$ cat config.mk
export PLATFORM = sky130hd
export DESIGN_NAME = circular_list_engine_flat
export DESIGN_NICKNAME = d
export VERILOG_FILES = /design/src/rtl/clne_pkg.sv /design/src/rtl/clne_if.sv /design/src/rtl/clne_store.sv /design/src/rtl/circular_list_engine.sv /design/src/flat_wrapper.sv
export SDC_FILE = /design/constraint.sdc
export NUM_CORES = 1
export LEC_CHECK = 0
export ABC_CLOCK_PERIOD_IN_PS = 4150
export BUFFER_PORTS_ARGS = -buffer_cell sky130_fd_sc_hd__buf_2
export CORE_MARGIN = 8
export CORE_UTILIZATION = 30
export DETAILED_ROUTE_END_ITERATION = 7
export PLACE_DENSITY = 0.5
export SLEW_MARGIN = 20
export SYNTH_ARGS = -nofsm -noshare
export SYNTH_HDL_FRONTEND = slang
export SYNTH_SLANG_ARGS = --single-unit
$ cat constraint.sdc
create_clock -name i_clk -period 4.15 [get_ports i_clk]
set_input_delay 0.83 -clock i_clk [delete_from_list [all_inputs] [get_ports i_clk]]
set_output_delay 0.83 -clock i_clk [all_outputs]
set_load 0.02 [all_outputs]
$ cat src/rtl/clne_pkg.sv
// Shared types and codes for the circular list engine.
// No dependencies; every other file of the block refers to this package.
package clne_pkg;

    // Widths of the request and response fields.
    localparam int REQ_W    = 2;
    localparam int VALUE_W  = 16;
    localparam int STATUS_W = 2;

    // Default sizing of the node store.
    localparam int CAPACITY_DEF   = 16;
    localparam int VALUE_BITS_DEF = 16;

    // Request codes.
    localparam logic [REQ_W-1:0] REQ_INSERT  = 2'd0;
    localparam logic [REQ_W-1:0] REQ_DELETE  = 2'd1;
    localparam logic [REQ_W-1:0] REQ_ADVANCE = 2'd2;

    // Status codes.
    localparam logic [STATUS_W-1:0] ST_OK        = 2'd0;
    localparam logic [STATUS_W-1:0] ST_NOT_FOUND = 2'd1;
    localparam logic [STATUS_W-1:0] ST_FULL      = 2'd2;
    localparam logic [STATUS_W-1:0] ST_EMPTY     = 2'd3;

    // Write strobes from the sequencer to the node store.
    typedef struct packed {
        logic val_en;
        logic nxt_en;
    } t_store_wr;

endpackage

$ cat src/rtl/clne_if.sv
// Valid/ready channel interfaces for requests and responses.
// Depends on clne_pkg for the field widths.
interface clne_req_if;
    logic                        valid;
    logic                        ready;
    logic [clne_pkg::REQ_W-1:0]   req_type;
    logic [clne_pkg::VALUE_W-1:0] value;

    modport source (output valid, output req_type, output value, input ready);
    modport sink   (input valid, input req_type, input value, output ready);
endinterface

interface clne_rsp_if;
    logic                         valid;
    logic                         ready;
    logic [clne_pkg::VALUE_W-1:0]  current_value;
    logic                         list_empty;
    logic [clne_pkg::STATUS_W-1:0] status;

    modport source (output valid, output current_value, output list_empty,
                    output status, input ready);
    modport sink   (input valid, input current_value, input list_empty,
                    input status, output ready);
endinterface

$ cat src/rtl/clne_store.sv
// Node store: value and next-index memories, one write port each and a
// shared registered read port. Depends on clne_pkg for the write strobes.
module clne_store #(
    parameter int CAPACITY   = clne_pkg::CAPACITY_DEF,
    parameter int VALUE_BITS = clne_pkg::VALUE_BITS_DEF,
    localparam int IDX_W     = $clog2(CAPACITY)
) (
    input  logic                  i_clk,
    input  clne_pkg::t_store_wr   i_wr,
    input  logic [IDX_W-1:0]      i_wr_addr,
    input  logic [VALUE_BITS-1:0] i_wr_val,
    input  logic [IDX_W-1:0]      i_wr_nxt,
    input  logic [IDX_W-1:0]      i_rd_addr,
    output logic [VALUE_BITS-1:0] o_rd_val,
    output logic [IDX_W-1:0]      o_rd_nxt
);

    logic [VALUE_BITS-1:0] r_val_mem [CAPACITY];
    logic [IDX_W-1:0]      r_nxt_mem [CAPACITY];
    logic [VALUE_BITS-1:0] r_rd_val;
    logic [IDX_W-1:0]      r_rd_nxt;

    always_ff @(posedge i_clk) begin
        if (i_wr.val_en) begin
            r_val_mem[i_wr_addr] <= i_wr_val;
        end
        r_rd_val <= r_val_mem[i_rd_addr];
    end

    always_ff @(posedge i_clk) begin
        if (i_wr.nxt_en) begin
            r_nxt_mem[i_wr_addr] <= i_wr_nxt;
        end
        r_rd_nxt <= r_nxt_mem[i_rd_addr];
    end

    assign o_rd_val = r_rd_val;
    assign o_rd_nxt = r_rd_nxt;

endmodule

$ cat src/rtl/circular_list_engine.sv
// Circular list engine top level: request sequencer around the node store.
// Depends on clne_pkg, clne_if (channels) and clne_store.
//
// The engine keeps a bounded circular singly linked list and answers every
// request with one response (current value, empty flag, status). Requests are
// handled one at a time; the request channel is ready only while the sequencer
// is idle, though a finished response may still wait in the output register.
// Every step goes through the single read port of the node store, so an
// advance passes S_ADV1 and S_ADV2, an insert S_INS1, S_INS2 and S_INS3
// (S_INS3 skipped into an empty list, none on a full store), and a delete
// S_DFIRST, S_WALK once per node examined and S_DFREE on a match that
// leaves nodes; requests on an empty list and unknown codes go to S_DONE.
// Freed nodes are kept on a free list threaded through the next-index
// memory, and never-used slots are handed out from a high-water count, so
// no clearing pass is needed after reset.
module circular_list_engine #(
    parameter int CAPACITY   = clne_pkg::CAPACITY_DEF,
    parameter int VALUE_BITS = clne_pkg::VALUE_BITS_DEF
) (
    input  logic       i_clk,
    input  logic       i_rst_n,
    clne_req_if.sink   i_req,
    clne_rsp_if.source o_rsp
);

    localparam int IDX_W = $clog2(CAPACITY);
    localparam int CNT_W = $clog2(CAPACITY + 1);
    localparam int VW    = clne_pkg::VALUE_W;

    localparam logic [3:0] S_IDLE   = 4'd0;
    localparam logic [3:0] S_INS1   = 4'd1;
    localparam logic [3:0] S_INS2   = 4'd2;
    localparam logic [3:0] S_INS3   = 4'd3;
    localparam logic [3:0] S_DFIRST = 4'd4;
    localparam logic [3:0] S_WALK   = 4'd5;
    localparam logic [3:0] S_DFREE  = 4'd6;
    localparam logic [3:0] S_ADV1   = 4'd7;
    localparam logic [3:0] S_ADV2   = 4'd8;
    localparam logic [3:0] S_DONE   = 4'd9;

    logic [3:0]                    r_state, n_state;
    logic [VALUE_BITS-1:0]         r_v, n_v;
    logic [CNT_W-1:0]              r_count, n_count;
    logic [CNT_W-1:0]              r_hw, n_hw;
    logic [IDX_W-1:0]              r_free_head, n_free_head;
    logic [IDX_W-1:0]              r_cur, n_cur;
    logic [VALUE_BITS-1:0]         r_cur_val, n_cur_val;
    logic [IDX_W-1:0]              r_prev, n_prev;
    logic [VALUE_BITS-1:0]         r_prev_val, n_prev_val;
    logic [IDX_W-1:0]              r_n, n_n;
    logic [IDX_W-1:0]              r_slot, n_slot;
    logic                          r_from_free, n_from_free;
    logic [IDX_W-1:0]              r_iter, n_iter;
    logic [clne_pkg::STATUS_W-1:0] r_status, n_status;
    logic                          r_out_valid, n_out_valid;
    logic [VW-1:0]                 r_out_val, n_out_val;
    logic                          r_out_empty, n_out_empty;
    logic [clne_pkg::STATUS_W-1:0] r_out_status, n_out_status;

    clne_pkg::t_store_wr   w_wr;
    logic [IDX_W-1:0]      w_wr_addr;
    logic [VALUE_BITS-1:0] w_wr_val;
    logic [IDX_W-1:0]      w_wr_nxt;
    logic [IDX_W-1:0]      w_rd_addr;
    logic [VALUE_BITS-1:0] w_rd_val;
    logic [IDX_W-1:0]      w_rd_nxt;
    logic [VW+VALUE_BITS-1:0] w_in_ext;
    logic [VALUE_BITS+VW-1:0] w_cur_ext;
    logic                  w_accept;

    clne_store #(
        .CAPACITY   (CAPACITY),
        .VALUE_BITS (VALUE_BITS)
    ) u_store (
        .i_clk     (i_clk),
        .i_wr      (w_wr),
        .i_wr_addr (w_wr_addr),
        .i_wr_val  (w_wr_val),
        .i_wr_nxt  (w_wr_nxt),
        .i_rd_addr (w_rd_addr),
        .o_rd_val  (w_rd_val),
        .o_rd_nxt  (w_rd_nxt)
    );

    assign i_req.ready = (r_state == S_IDLE);
    assign w_accept    = i_req.valid && (r_state == S_IDLE);
    assign w_in_ext    = {{VALUE_BITS{1'b0}}, i_req.value};
    assign w_cur_ext   = {{VW{1'b0}}, r_cur_val};

    always_comb begin
        n_state      = r_state;
        n_v          = r_v;
        n_count      = r_count;
        n_hw         = r_hw;
        n_free_head  = r_free_head;
        n_cur        = r_cur;
        n_cur_val    = r_cur_val;
        n_prev       = r_prev;
        n_prev_val   = r_prev_val;
        n_n          = r_n;
        n_slot       = r_slot;
        n_from_free  = r_from_free;
        n_iter       = r_iter;
        n_status     = r_status;
        n_out_valid  = r_out_valid && !o_rsp.ready;
        n_out_val    = r_out_val;
        n_out_empty  = r_out_empty;
        n_out_status = r_out_status;
        w_wr         = '0;
        w_wr_addr    = r_slot;
        w_wr_val     = r_v;
        w_wr_nxt     = r_free_head;
        w_rd_addr    = r_cur;

        case (r_state)
            S_IDLE: begin
                if (w_accept) begin
                    n_v      = w_in_ext[VALUE_BITS-1:0];
                    n_status = clne_pkg::ST_OK;
                    n_state  = S_DONE;
                    case (i_req.req_type)
                        clne_pkg::REQ_INSERT: begin
                            if (r_count == CNT_W'(CAPACITY)) begin
                                n_status = clne_pkg::ST_FULL;
                            end else begin
                                w_rd_addr   = r_free_head;
                                n_from_free = (r_hw != r_count);
                                n_state     = S_INS1;
                            end
                        end
                        clne_pkg::REQ_DELETE: begin
                            if (r_count == '0) begin
                                n_status = clne_pkg::ST_EMPTY;
                            end else begin
                                w_rd_addr  = r_cur;
                                n_prev     = r_cur;
                                n_prev_val = r_cur_val;
                                n_iter     = '0;
                                n_state    = S_DFIRST;
                            end
                        end
                        clne_pkg::REQ_ADVANCE: begin
                            if (r_count == '0) begin
                                n_status = clne_pkg::ST_EMPTY;
                            end else begin
                                w_rd_addr = r_cur;
                                n_state   = S_ADV1;
                            end
                        end
                        default: begin
                            n_state = S_DONE;
                        end
                    endcase
                end
            end
            S_INS1: begin
                // A recycled slot comes off the free list; otherwise take a fresh one.
                if (r_from_free) begin
                    n_slot      = r_free_head;
                    n_free_head = w_rd_nxt;
                end else begin
                    n_slot = r_hw[IDX_W-1:0];
                    n_hw   = r_hw + CNT_W'(1);
                end
                w_rd_addr = r_cur;
                n_state   = S_INS2;
            end
            S_INS2: begin
                w_wr.val_en = 1'b1;
                w_wr.nxt_en = 1'b1;
                w_wr_addr   = r_slot;
                w_wr_val    = r_v;
                if (r_count == '0) begin
                    w_wr_nxt  = r_slot;
                    n_cur     = r_slot;
                    n_cur_val = r_v;
                    n_count   = CNT_W'(1);
                    n_state   = S_DONE;
                end else begin
                    w_wr_nxt = w_rd_nxt;
                    n_count  = r_count + CNT_W'(1);
                    n_state  = S_INS3;
                end
            end
            S_INS3: begin
                w_wr.nxt_en = 1'b1;
                w_wr_addr   = r_cur;
                w_wr_nxt    = r_slot;
                n_state     = S_DONE;
            end
            S_DFIRST: begin
                w_rd_addr = w_rd_nxt;
                n_n       = w_rd_nxt;
                n_state   = S_WALK;
            end
            S_WALK: begin
                // The store output holds the value and successor of the node
                // under test; the predecessor is kept in r_prev.
                if (w_rd_val == r_v) begin
                    if (r_count == CNT_W'(1)) begin
                        w_wr.nxt_en = 1'b1;
                        w_wr_addr   = r_n;
                        w_wr_nxt    = r_free_head;
                        n_free_head = r_n;
                        n_count     = '0;
                        n_cur       = '0;
                        n_cur_val   = '0;
                        n_state     = S_DONE;
                    end else begin
                        w_wr.nxt_en = 1'b1;
                        w_wr_addr   = r_prev;
                        w_wr_nxt    = w_rd_nxt;
                        n_cur       = r_prev;
                        n_cur_val   = r_prev_val;
                        n_count     = r_count - CNT_W'(1);
                        n_state     = S_DFREE;
                    end
                end else if (CNT_W'(r_iter) == r_count - CNT_W'(1)) begin
                    n_status = clne_pkg::ST_NOT_FOUND;
                    n_state  = S_DONE;
                end else begin
                    n_prev     = r_n;
                    n_prev_val = w_rd_val;
                    n_iter     = r_iter + IDX_W'(1);
                    w_rd_addr  = w_rd_nxt;
                    n_n        = w_rd_nxt;
                end
            end
            S_DFREE: begin
                w_wr.nxt_en = 1'b1;
                w_wr_addr   = r_n;
                w_wr_nxt    = r_free_head;
                n_free_head = r_n;
                n_state     = S_DONE;
            end
            S_ADV1: begin
                w_rd_addr = w_rd_nxt;
                n_cur     = w_rd_nxt;
                n_state   = S_ADV2;
            end
            S_ADV2: begin
                n_cur_val = w_rd_val;
                n_state   = S_DONE;
            end
            S_DONE: begin
                if (!r_out_valid || o_rsp.ready) begin
                    n_out_valid  = 1'b1;
                    n_out_val    = (r_count == '0) ? '0 : w_cur_ext[VW-1:0];
                    n_out_empty  = (r_count == '0);
                    n_out_status = r_status;
                    n_state      = S_IDLE;
                end
            end
            default: begin
                n_state = S_IDLE;
            end
        endcase
    end

    always_ff @(posedge i_clk) begin
        if (!i_rst_n) begin
            r_state     <= S_IDLE;
            r_count     <= '0;
            r_hw        <= '0;
            r_free_head <= '0;
            r_cur       <= '0;
            r_cur_val   <= '0;
            r_out_valid <= 1'b0;
        end else begin
            r_state     <= n_state;
            r_count     <= n_count;
            r_hw        <= n_hw;
            r_free_head <= n_free_head;
            r_cur       <= n_cur;
            r_cur_val   <= n_cur_val;
            r_out_valid <= n_out_valid;
        end
    end

    always_ff @(posedge i_clk) begin
        r_v          <= n_v;
        r_prev       <= n_prev;
        r_prev_val   <= n_prev_val;
        r_n          <= n_n;
        r_slot       <= n_slot;
        r_from_free  <= n_from_free;
        r_iter       <= n_iter;
        r_status     <= n_status;
        r_out_val    <= n_out_val;
        r_out_empty  <= n_out_empty;
        r_out_status <= n_out_status;
    end

    assign o_rsp.valid         = r_out_valid;
    assign o_rsp.current_value = r_out_val;
    assign o_rsp.list_empty    = r_out_empty;
    assign o_rsp.status        = r_out_status;

endmodule

$ cat src/flat_wrapper.sv
// flat-port wrapper written by rule: the top's interface ports become plain ports
module circular_list_engine_flat 
#(
    parameter int CAPACITY   = clne_pkg::CAPACITY_DEF,
    parameter int VALUE_BITS = clne_pkg::VALUE_BITS_DEF
)
  (i_clk, i_rst_n, i_req_valid, i_req_req_type, i_req_value, i_req_ready, o_rsp_valid, o_rsp_current_value, o_rsp_list_empty, o_rsp_status, o_rsp_ready);
  clne_req_if i_req_i ();
  clne_rsp_if o_rsp_i ();
  input  logic i_clk;
  input  logic i_rst_n;
  input wire logic [$bits(i_req_i.valid)-1:0] i_req_valid;
  input wire logic [$bits(i_req_i.req_type)-1:0] i_req_req_type;
  input wire logic [$bits(i_req_i.value)-1:0] i_req_value;
  output wire logic [$bits(i_req_i.ready)-1:0] i_req_ready;
  output wire logic [$bits(o_rsp_i.valid)-1:0] o_rsp_valid;
  output wire logic [$bits(o_rsp_i.current_value)-1:0] o_rsp_current_value;
  output wire logic [$bits(o_rsp_i.list_empty)-1:0] o_rsp_list_empty;
  output wire logic [$bits(o_rsp_i.status)-1:0] o_rsp_status;
  input wire logic [$bits(o_rsp_i.ready)-1:0] o_rsp_ready;
  assign i_req_i.valid = i_req_valid;
  assign i_req_i.req_type = i_req_req_type;
  assign i_req_i.value = i_req_value;
  assign i_req_ready = i_req_i.ready;
  assign o_rsp_valid = o_rsp_i.valid;
  assign o_rsp_current_value = o_rsp_i.current_value;
  assign o_rsp_list_empty = o_rsp_i.list_empty;
  assign o_rsp_status = o_rsp_i.status;
  assign o_rsp_i.ready = o_rsp_ready;
  circular_list_engine #(.CAPACITY(CAPACITY), .VALUE_BITS(VALUE_BITS)) u_core (.i_clk(i_clk), .i_rst_n(i_rst_n), .i_req(i_req_i), .o_rsp(o_rsp_i));
endmodule
### Word-level counts from Yosys, hierarchy flattened

Memory sizes are Yosys's and may differ from the RTL's. A register that Yosys moved wholly into a read port is not among the register bits.
Index checks and enable logic that the tools add are counted.

| storage, ports and cells | value |
|---|---|
| bits in writable memories | 320 |
| memories kept | 2 |
| register bits after elaboration | 109 |
| word-level logic and storage cells | 162 |
| output and inout port bits | 21 |

| cells by class | value |
|---|---|
| add/sub/neg operators | 4 |
| reductions and logical operators | 30 |
| muxes and demuxes | 78 |
| equal/unequal tests | 28 |
| bitwise gates (word level) | 2 |

Memories:

| memory | words | width | read ports | clocked after Yosys merged registers in | write ports | line | RTL |
|---|---|---|---|---|---|---|---|
| u_core.u_store.r_val_mem | 16 | 16 | 1 | 1 | 1 | clne_store.sv:18 | `logic [VALUE_BITS-1:0] r_val_mem [CAPACITY];` |
| u_core.u_store.r_nxt_mem | 16 | 4 | 1 | 1 | 1 | clne_store.sv:19 | `logic [IDX_W-1:0] r_nxt_mem [CAPACITY];` |

Operators by type and width:

| kind | count |
|---|---|
| $mux 4 | 38 |
| $mux 16 | 8 |
| $pmux 4 s3 | 6 |
| $pmux 16 s3 | 1 |
| $pmux 16 s2 | 1 |
| $pmux 4 s8 | 1 |
| $pmux 4 s2 | 3 |
| $eq 16x16->1 | 1 |
| $eq 4x3->1 const B | 4 |
| $ne 2x1->1 const B | 8 |
| $mux 5 | 3 |
| $reduce_and 3->1 | 4 |
| $reduce_and 4->1 | 3 |
| $add 5x1->5 const B | 2 |
| $mux 2 | 5 |
| $pmux 5 s2 | 1 |
| $reduce_bool 3->1 | 3 |
| $eq 4x2->1 const B | 2 |
| $eq 4x4->1 const B | 2 |
| $mux 1 | 8 |
| $pmux 2 s2 | 2 |
| $reduce_and 2->1 | 4 |
| $ne 2x2->1 const B | 3 |
| $reduce_and 6->1 | 1 |
| other kinds (21) | 28 |

### Logic depth before layout (Yosys ltp)

Gate-level depths: netlist of the first run.

| depth | value |
|---|---|
| word-level depth | 5 |
| gate-level depth with buffers | 15 |
| gate-level depth less buffers | 10 |

### Cells and area by module

Synthesis of the first run repeated with hierarchy kept, for this count alone.

| second synthesis, totals | value |
|---|---|
| cell total of the unflattened synthesis | 1121 |
| area, all modules | 18415.2 um^2 |

By module, submodules not included:

| module | area an instance (um^2) | sequential area each (um^2) | times used | cells an instance |
|---|---|---|---|---|
| clne_store | 12630.9 | 10009.6 | 1 | 558 |
| circular_list_engine | 5784.3 | 2882.8 | 1 | 563 |

### Worst setup path after synthesis of the first run

OpenSTA, ideal clock, no wires.

| timing path | value |
|---|---|
| path type | register to register |
| start | register u_core.r_v[7] |
| end | memory u_core.u_store.r_val_mem[0][0] (netlist name) (enable) |
| cell stages (with the launch flop) | 10 |
| setup time | 0.388 ns |
| period minus slack after synthesis | 3.694 ns |
| required time | 3.762 ns |
| arrival | 3.305 ns |
| buffers on the path | 2 |
| path slack | 0.456 ns |
| path through | edfxtp_1 -> xor2_1 -> nor4_1 -> and4_1 -> buf_2 -> buf_2 -> o22ai_1 -> a221oi_1 -> nand3_1 -> nor2_1 |

| between the ends | value |
|---|---|
| cells in the longest elaborated chain, start to end | 3 |

Ends and longest elaborated chain:

| item | line | RTL |
|---|---|---|
| start: declaration | circular_list_engine.sv:42 | `logic [VALUE_BITS-1:0] r_v, n_v;` |
| start signal: assignment | circular_list_engine.sv:281 | `r_v <= n_v;` |
| $eq 16x16->1 | circular_list_engine.sv:199 | `if (w_rd_val == r_v) begin` |
| $mux 4 | circular_list_engine.sv:199 |  |
| $pmux 4 s3 | circular_list_engine.sv:115 | `case (r_state)` |
| end: declaration | clne_store.sv:18 |  |

No other way between the ends.

### Worst setup path in the final report of the first run

| timing path | value |
|---|---|
| start | register u_core.r_count[1] |
| end | register u_core.u_store.r_rd_nxt[1], in the netlist u_core.u_store.o_rd_nxt[1], read port of u_core.u_store.r_nxt_mem |

| between the ends | value |
|---|---|
| cells in the longest elaborated chain, start to end | 5 |
| elaborated cells between the ends (all ways) | 9 |
| classes of those cells | 1 x add/sub; 2 x eq/ne; 6 x mux |

Ends and longest elaborated chain:

| item | line | RTL |
|---|---|---|
| start: declaration | circular_list_engine.sv:43 | `logic [CNT_W-1:0] r_count, n_count;` |
| start signal: assignment | circular_list_engine.sv:271 | `r_count <= n_count;` |
| $sub 5x1->5 or $eq 5x5->1 (tied branches) | circular_list_engine.sv:218, circular_list_engine.sv:123 |  |
| $eq 4x5->1 or $mux 4 (tied branches) | circular_list_engine.sv:218, circular_list_engine.sv:123 |  |
| $mux 4 (on tied branches) | n/a |  |
| $mux 4 (on tied branches) | circular_list_engine.sv:199, circular_list_engine.sv:117 |  |
| $pmux 4 s3 * | circular_list_engine.sv:115 |  |
| end: declaration | clne_store.sv:21 | `logic [IDX_W-1:0] r_rd_nxt;` |

Every way passes the cells marked *; elsewhere a longest branch is shown, timed or not.
A chain may end at the register's enable or synchronous reset.

==> results of run 1 <==
-- cells in the mapped netlist (all sizes together), types with 10 or more instances --
cell type    n
o211a       21
nor2        56
nand3       26
o21ai       17
inv         11
buf         46
or4         22
a21oi       20
dfxtp       59
nand2      111
o22ai       82
nor2b       28
edfxtp     390
a22oi       18
clkbuf      29
and2        10
nor3        10
xor2        25
mux2i      171
-- stage by stage --
step	instances	worst slack, ps	cell area, µm²
4_1_cts	2195	270.1	21620
3_5_place_dp	2110	273.9	20140
5_1_grt	2195	82.08	21620
6_report	2196	306.0	21620
3_3_place_gp	2110	365.3	20140
2_1_floorplan	1279	456.4	18610
-- worst max path at each step --
stage                                               end  slack [ps]  cells past startpoint
2_1_floorplan  u_core.u_store.r_val_mem[0][0]$_DFFE_PP_         460                      9
3_3_place_gp         u_core.u_store.o_rd_nxt[1]$_DFF_P_         370                     12
3_5_place_dp         u_core.u_store.o_rd_nxt[2]$_DFF_P_         270                     12
4_1_cts        u_core.u_store.r_val_mem[4][0]$_DFFE_PP_         270                      9
5_1_grt        u_core.u_store.r_val_mem[4][0]$_DFFE_PP_          80                      9
6_report             u_core.u_store.o_rd_nxt[1]$_DFF_P_         310                     11
-- state kept, by name (all words and copies together), names as in the netlist, 5 cells and up --
signal / count
u_core.u_store.r_val_mem: 256
u_core.u_store.r_nxt_mem: 64
u_core.o_rsp.current_value: 16
u_core.r_cur_val: 16
u_core.r_prev_val: 16
u_core.r_v: 16
u_core.u_store.o_rd_val: 16
u_core.r_count: 5
u_core.r_hw: 5
-- cells by family after synthesis --
family / count (synthesis) / synth area share
muxes: 176 / 0.09521
buffers and inverters: 86 / 0.02340
xor gates and xnor gates: 33 / 0.01553
adders and majority gates: 9 / 0.006051
and+or+nand+nor: 312 / 0.08371
AOI/OAI and AO/OA: 214 / 0.08331
DFF: 449 / 0.6928
-- per-layer routing --
| layer | wire length (µm) | vias to the layer above |
|---|---|---|
| met1 | 21870 | 5493 |
| li1 | - | 5126 |
| met3 | 2606 | 72 |
| met4 | 1111 | 0 |
| met5 | 0 | - |
| met2 | 21750 | 293 |
-- area by class of cell --
type	count	area share
multi-input cells	744	0.2477
well taps	790	0.04571
clock buffers	75	0.06249
inverters	11	0.001910
clock inverters	10	0.005786
flip-flops and latches	449	0.5962
repair buffers	116	0.04004
diodes	1	0.0001157
-- power breakdown --
group | switching [W] | leakage, nW | total [W] | internal, W
Clock | 0.00169 | 0.715 | 0.00405 | 0.00235
Sequential | 0.000371 | 4.04 | 0.00584 | 0.00547
Combinational | 0.00133 | 2.49 | 0.00213 | 0.000800
-- critical path, cell delays in order, from the launching register on --
cell,delay (ps)
sky130_fd_sc_hd__dfxtp_1,370
sky130_fd_sc_hd__inv_1,140
sky130_fd_sc_hd__ha_1,330
sky130_fd_sc_hd__nor3b_4,370
sky130_fd_sc_hd__a21oi_1,190
sky130_fd_sc_hd__o21ai_0,510
sky130_fd_sc_hd__nand2_1,190
sky130_fd_sc_hd__nand3_4,140
sky130_fd_sc_hd__buf_4,490
sky130_fd_sc_hd__mux2i_1,320
sky130_fd_sc_hd__o22ai_1,110
sky130_fd_sc_hd__or4_1,520
==> impl_summary.txt, run 1 <==
----------------------------------------------------
[Run status]
  Run status ... finished, final reports clean

[Pwr]
  Leakage dissipation ... 7.241 nW
  PD cells ... 556.0 nW/µm²
  Worst vdd rail ir drop ... 280.5 µV
  Final total power ... 0.01202 W

[Yosys]
  Synth area leader ... sky130_fd_sc_hd__edfxtp_1
  Number of flops mapped to enable cells by yosys ... 390
  Sequential cell area fraction in the yosys report ... 0.6928
  Post-Syn Area ... 18610 µm²
  Fraction of registers with async set or reset after synthesis ... 0
  Fraction of synthesized cell area taken by the top area cell type ... 0.6293
  Synthesized instance count ... 1279
  Number of register bits inferred by synthesis ... 449
  Number of nets in the synthesized netlist ... 1310
  Total of warnings raised by yosys ... 0
  Prevailing post-synth register cell ... sky130_fd_sc_hd__edfxtp_1
  Number of distinct standard cells referenced by the synthesized netlist ... 67
  Top cells by area in the synthesized netlist ... sky130_fd_sc_hd__edfxtp_1, sky130_fd_sc_hd__mux2i_1, sky130_fd_sc_hd__dfxtp_1
  Mean post-synth cell area ... 14.55 µm²

[Timing]
  Min cycle time layout ... 3844 ps
  Max-Slew Margin vs Limit ... 0.3767
  Clock Skew ... 30.23 ps
  Post-route clock period utilization ... 0.9263
  Max Slew Vio Count ... 0
  Final setup TNS ... 0 ps
  Tightest Pin Transition ... 926.4 ps
  Final hold slack ... 414.6 ps
  Count of endpoints failing hold in the final timing report ... 0
  Number of failing setup endpoints in the final timing report ... 0
  Setup repair after global routing missed its margin ... false
  Highest Clock Rate ... 0.2601 GHz

[Setup path]
  Critical Path AT ... 4280 ps
  Worst Setup End Kind ... flip-flop
  Critical path data required time ... 4590 ps
  Crit Path Category ... reg2reg
  Maximum fanout count along the critical path ... 32
  Depth of the worst register-to-register path ... 11
  Critical R2R Capture ... u_core.u_store.o_rd_nxt[1]$_DFF_P_
  RR Startpoint ... u_core.r_count[1]$_SDFFE_PN0P_
  R2R Setup Slk ... 310 ps
  Crit path launch ... u_core.r_count[1]$_SDFFE_PN0P_
  Kind of start point of the critical path ... flip-flop

[Placed design]
  HPWL after DPL ... 29.88 mm
  Global placer's final weighted congestion ... 0.7758
  IO buf count ... 42

[Finish]
  Sequential standard cell area ... 12890 µm²
  Core Util, Final ... 0.3517
  Number of nets in the layout ... 1399
  Most frequent cells in the layout ... sky130_fd_sc_hd__edfxtp_1, sky130_fd_sc_hd__mux2i_1, sky130_fd_sc_hd__nand2_1
  Layout overhead on the synthesized area ... 16.20%
  Leading cell type in the layout, fill and taps excluded ... sky130_fd_sc_hd__edfxtp_1
  Number of fill cells ... 5901
  Area used by multi-input combinational logic ... 5356 µm²
  Fraction of final layout cells with drive strength greater than 1 ... 0.1559

[GRT]
  Initial antenna violation count ... 0
  First-pass GRT wire length ... 70.77 mm
  Grt total ovfl ... 0
  Global routing met1 resource utilization ... 0.1821
  Vias in the first global route ... 10960
  Met2 track utilization from global routing ... 0.2082
  Top Usage Layer GRT ... met2
  All-layer global routing usage ... 0.1310
  Pin count of the biggest net entering global routing ... 67
  Fraction of met3 tracks used by global routing ... 0.02272

[Clock tree]
  Clock buffer count from CTS ... 46
  TritonCTS Sinks ... 449
  Number of gates given a new drive strength after cts ... 0
  Clock root buffer ... sky130_fd_sc_hd__clkbuf_16
  Hold-fix buffers at CTS ... 0
  Worst-case clock buffer depth ... 3
  Clock slew at reported path FFs ... 60 ps
  Latest clock arrival within the worst-skew pair ... 590 ps
  TritonCTS clock tree ... done
  Post-CTS setup buffer count ... 0
  H-tree levels ... 2

[Hold path]
  Worst Hold End ... u_core.r_v[11]$_DFFE_PP_
  Kind of path behind the tightest hold check ... in2reg
  Cell count of the worst hold path ... 1
  Hold path start ... i_req_value[11]

[Flow run]
  Max-capacitance violation count ... 0

[Routing]
  Number of DRC markers in iteration 0 ... 855
  DRC violation count after routing ... 0
  Via count ... 10980
  Post-DR wirelength/cell ... 21.55 µm
  Number of iterations in the first detailed-routing pass ... 6
  Antenna Nets Post-Route ... 0
  Aggregate routed wire length ... 47.33 mm
  Detailed-route vias per instance ... 5.002

[Floorplan]
  Floorplan row count ... 91
  Die Ht ... 265.1 µm
  Die boundary width ... 265.1 µm
  Core area ... 61480 µm²
  Initial cell density of the core ... 0.3027
  Number of top-level pins ... 43
  Die Area ... 70260 µm²

----------------------------------------------------
Note: power is estimated with default switching activity, not from simulation.
==> run 2: changes to the inputs <==
--- a/config.mk
+++ b/config.mk
@@ -10,7 +10,10 @@
 export CORE_MARGIN = 8
 export CORE_UTILIZATION = 30
 export DETAILED_ROUTE_END_ITERATION = 7
+export GPL_TIMING_DRIVEN = 0
 export PLACE_DENSITY = 0.5
+export REMOVE_ABC_BUFFERS = 1
+export SKIP_CTS_REPAIR_TIMING = 1
 export SLEW_MARGIN = 20
 export SYNTH_ARGS = -nofsm -noshare
 export SYNTH_HDL_FRONTEND = slang
==> impl_summary.txt, run 2 (synthesized netlist as in run 1, its figures left out) <==
----------------------------------------------------
[Placed design]
  Global placer's final weighted congestion ... 0.7886 (+1.6%)
  Setup slack at placement ... -791.8 ps (-1066 ps)
  HPWL after DPL ... 29.12 mm (-2.5%)
  IO buf count ... 42 (unchanged)

[Pwr]
  Worst vdd rail ir drop ... 282.7 µV (+0.80%)
  Leakage dissipation ... 7.425 nW (+2.5%)
  Final total power ... 0.01249 W (+3.9%)
  PD cells ... 560.4 nW/µm² (+0.79%)

[Setup path]
  Crit Path Category ... reg2reg
  Worst Setup End Kind ... flip-flop
  Critical Path AT ... 4420 ps (+140 ps)
  Worst Path Buf+Inv ... 1 (-1)
  Cell with the biggest individual delay on the critical path ... sky130_fd_sc_hd__or3b_2
  Ordered cell list for the critical path ... inv_1 -> ha_2 -> nor3b_4 -> and3_1 -> o2111a_2 -> nor3_4 -> a211o_1 -> or3b_2 -> o22ai_1 -> or4_1
  Critical path data required time ... 4590 ps (about the same)
  R2R Setup Slk ... 170 ps (-140 ps)
  Worst path max stage delay ... 590 ps (+70 ps)
  Top Family by Delay on Critical Path ... simple AND/OR/NAND/NOR gates
  Kind of start point of the critical path ... flip-flop
  Maximum fanout count along the critical path ... 20 (-38%)

[GRT]
  Vias in the first global route ... 10720 (-2.2%)
  Pin count of the biggest net entering global routing ... 40 (-40%)
  All-layer global routing usage ... 0.1271 (-0.003933)
  Top Usage Layer GRT ... met2
  Fraction of met3 tracks used by global routing ... 0.02687 (+0.004156)
  Grt total ovfl ... 0 (unchanged)
  Met2 track utilization from global routing ... 0.2011 (-0.007141)
  Initial antenna violation count ... 0 (unchanged)
  Global routing met1 resource utilization ... 0.1733 (-0.008868)
  First-pass GRT wire length ... 68.62 mm (-3.0%)

[Routing]
  Aggregate routed wire length ... 45.84 mm (-3.2%)
  DRC violation count after routing ... 0 (unchanged)
  Number of iterations in the first detailed-routing pass ... 5 (-1)
  Detailed-route vias per instance ... 4.961 (-0.83%)
  Post-DR wirelength/cell ... 20.81 µm (-3.5%)
  Number of DRC markers in iteration 0 ... 896 (+4.8%)
  Antenna Nets Post-Route ... 0 (unchanged)
  Via count ... 10930 (-0.51%)

[Hold path]
  Kind of path behind the tightest hold check ... reg2reg

[Clock tree]
  TritonCTS clock tree ... done
  Latest clock arrival within the worst-skew pair ... 580 ps (about the same)
  Clock buffer count from CTS ... 49 (+6.5%)
  Worst-case clock buffer depth ... 3 (unchanged)
  H-tree levels ... 2 (unchanged)
  Clock slew at reported path FFs ... 60 ps (about the same)
  Clock root buffer ... sky130_fd_sc_hd__clkbuf_16
  TritonCTS Sinks ... 449 (unchanged)

[Timing]
  Final hold slack ... 416.6 ps (+1.968 ps)
  Count of endpoints failing hold in the final timing report ... 0 (unchanged)
  Number of failing setup endpoints in the final timing report ... 0 (unchanged)
  Highest Clock Rate ... 0.2511 GHz (-3.5%)
  Post-route clock period utilization ... 0.9595 (+0.03326)
  Setup repair after global routing missed its margin ... false
  Min cycle time layout ... 3982 ps (+138.0 ps)
  Max Slew Vio Count ... 0 (unchanged)
  Final setup margin ... 168.0 ps (-138.0 ps)
  Max-Slew Margin vs Limit ... 0.3825 (+0.005816)
  Tightest Pin Transition ... 917.8 ps (-8.644 ps)
  Clock Skew ... 10.23 ps (-20.00 ps)
  Final setup TNS ... 0 ps (unchanged)

[Finish]
  Leading cell type in the layout, fill and taps excluded ... sky130_fd_sc_hd__edfxtp_1
  Layout overhead on the synthesized area ... 19.77%
  Most frequent cells in the layout ... sky130_fd_sc_hd__edfxtp_1, sky130_fd_sc_hd__mux2i_1, sky130_fd_sc_hd__nand2_1
  Fraction of final layout cells with drive strength greater than 1 ... 0.1827 (+0.02685)
  Flip-flop count of the largest register after layout ... 256 (unchanged)
  Number of nets in the layout ... 1404 (+0.36%)
  Largest registers ranked by flip-flop count ... u_core.u_store.r_val_mem x256, u_core.u_store.r_nxt_mem x64
  Register with the most flip-flops ... u_core.u_store.r_val_mem

[Run status]
  Run status ... finished, final reports clean

[Floorplan]
  Core area ... 61480 µm² (unchanged)
  Number of top-level pins ... 43 (unchanged)
  Floorplan row count ... 91 (unchanged)
  Die Ht ... 265.1 µm (unchanged)
  Initial cell density of the core ... 0.3027 (unchanged)
  Die Area ... 70260 µm² (unchanged)
  Die boundary width ... 265.1 µm (unchanged)

[Flow run]
  Max-capacitance violation count ... 0 (unchanged)

----------------------------------------------------
[run 2: cell count changes in the layout (fill, tap and decap cells not counted), moves of 13 or more]
cell	before	now
sky130_fd_sc_hd__buf_4	66	41
sky130_fd_sc_hd__nor2_4	0	18
sky130_fd_sc_hd__nor2_2	18	2
sky130_fd_sc_hd__buf_12	8	22
sky130_fd_sc_hd__clkbuf_1	21	8
[run 2: final cells by class]
cell class                 count  area [µm²]
multi-input combinational    744        5525
antenna                        1       2.502
timing repair buffer         118        1172
fill                        5767       39200
clock buffer                  70        1446
sequential                   449       12900
inverter                      11       41.29
tap                          790       988.4
clock inverter                20       212.7
[run 2: final timing paths]
check,from,to,cells after the start
worst max register to register,u_core.r_count[1]$_SDFFE_PN0P_,u_core.u_store.o_rd_nxt[3]$_DFF_P_,10
worst min register to register,u_core.r_status[0]$_SDFFCE_PP1P_,u_core.o_rsp.status[0]$_DFFE_PP_,0
worst min-delay path,u_core.r_status[0]$_SDFFCE_PP1P_,u_core.o_rsp.status[0]$_DFFE_PP_,0
worst max-delay path,u_core.r_count[1]$_SDFFE_PN0P_,u_core.u_store.o_rd_nxt[3]$_DFF_P_,10
[run 2: metrics by stage]
stage / instance area [µm²] / util / instances
4_1_cts: 21550 / 0.3504 / 2145
6_report: 22290 / 0.3625 / 2203
2_1_floorplan: 18220 / - / 1204
3_3_place_gp: 19410 / 0.3158 / 2036
5_1_grt: 22290 / 0.3625 / 2202
3_5_place_dp: 19890 / 0.3234 / 2055
[run 2: power by group]
group	total, W	switching (W)	internal [W]	leakage [nW]
Clock	0.00441	0.00174	0.00266	0.811
Sequential	0.00592	0.000439	0.00548	4.04
Combinational	0.00217	0.00131	0.000861	2.57
Total	0.0125	0.00349	0.00900	7.42
[run 2: per-layer routing]
layer	vias to the layer above	routed length (µm)
met5	-	0
met4	0	1236
met3	75	2625
met2	294	21110
met1	5414	20860
li1	5145	-
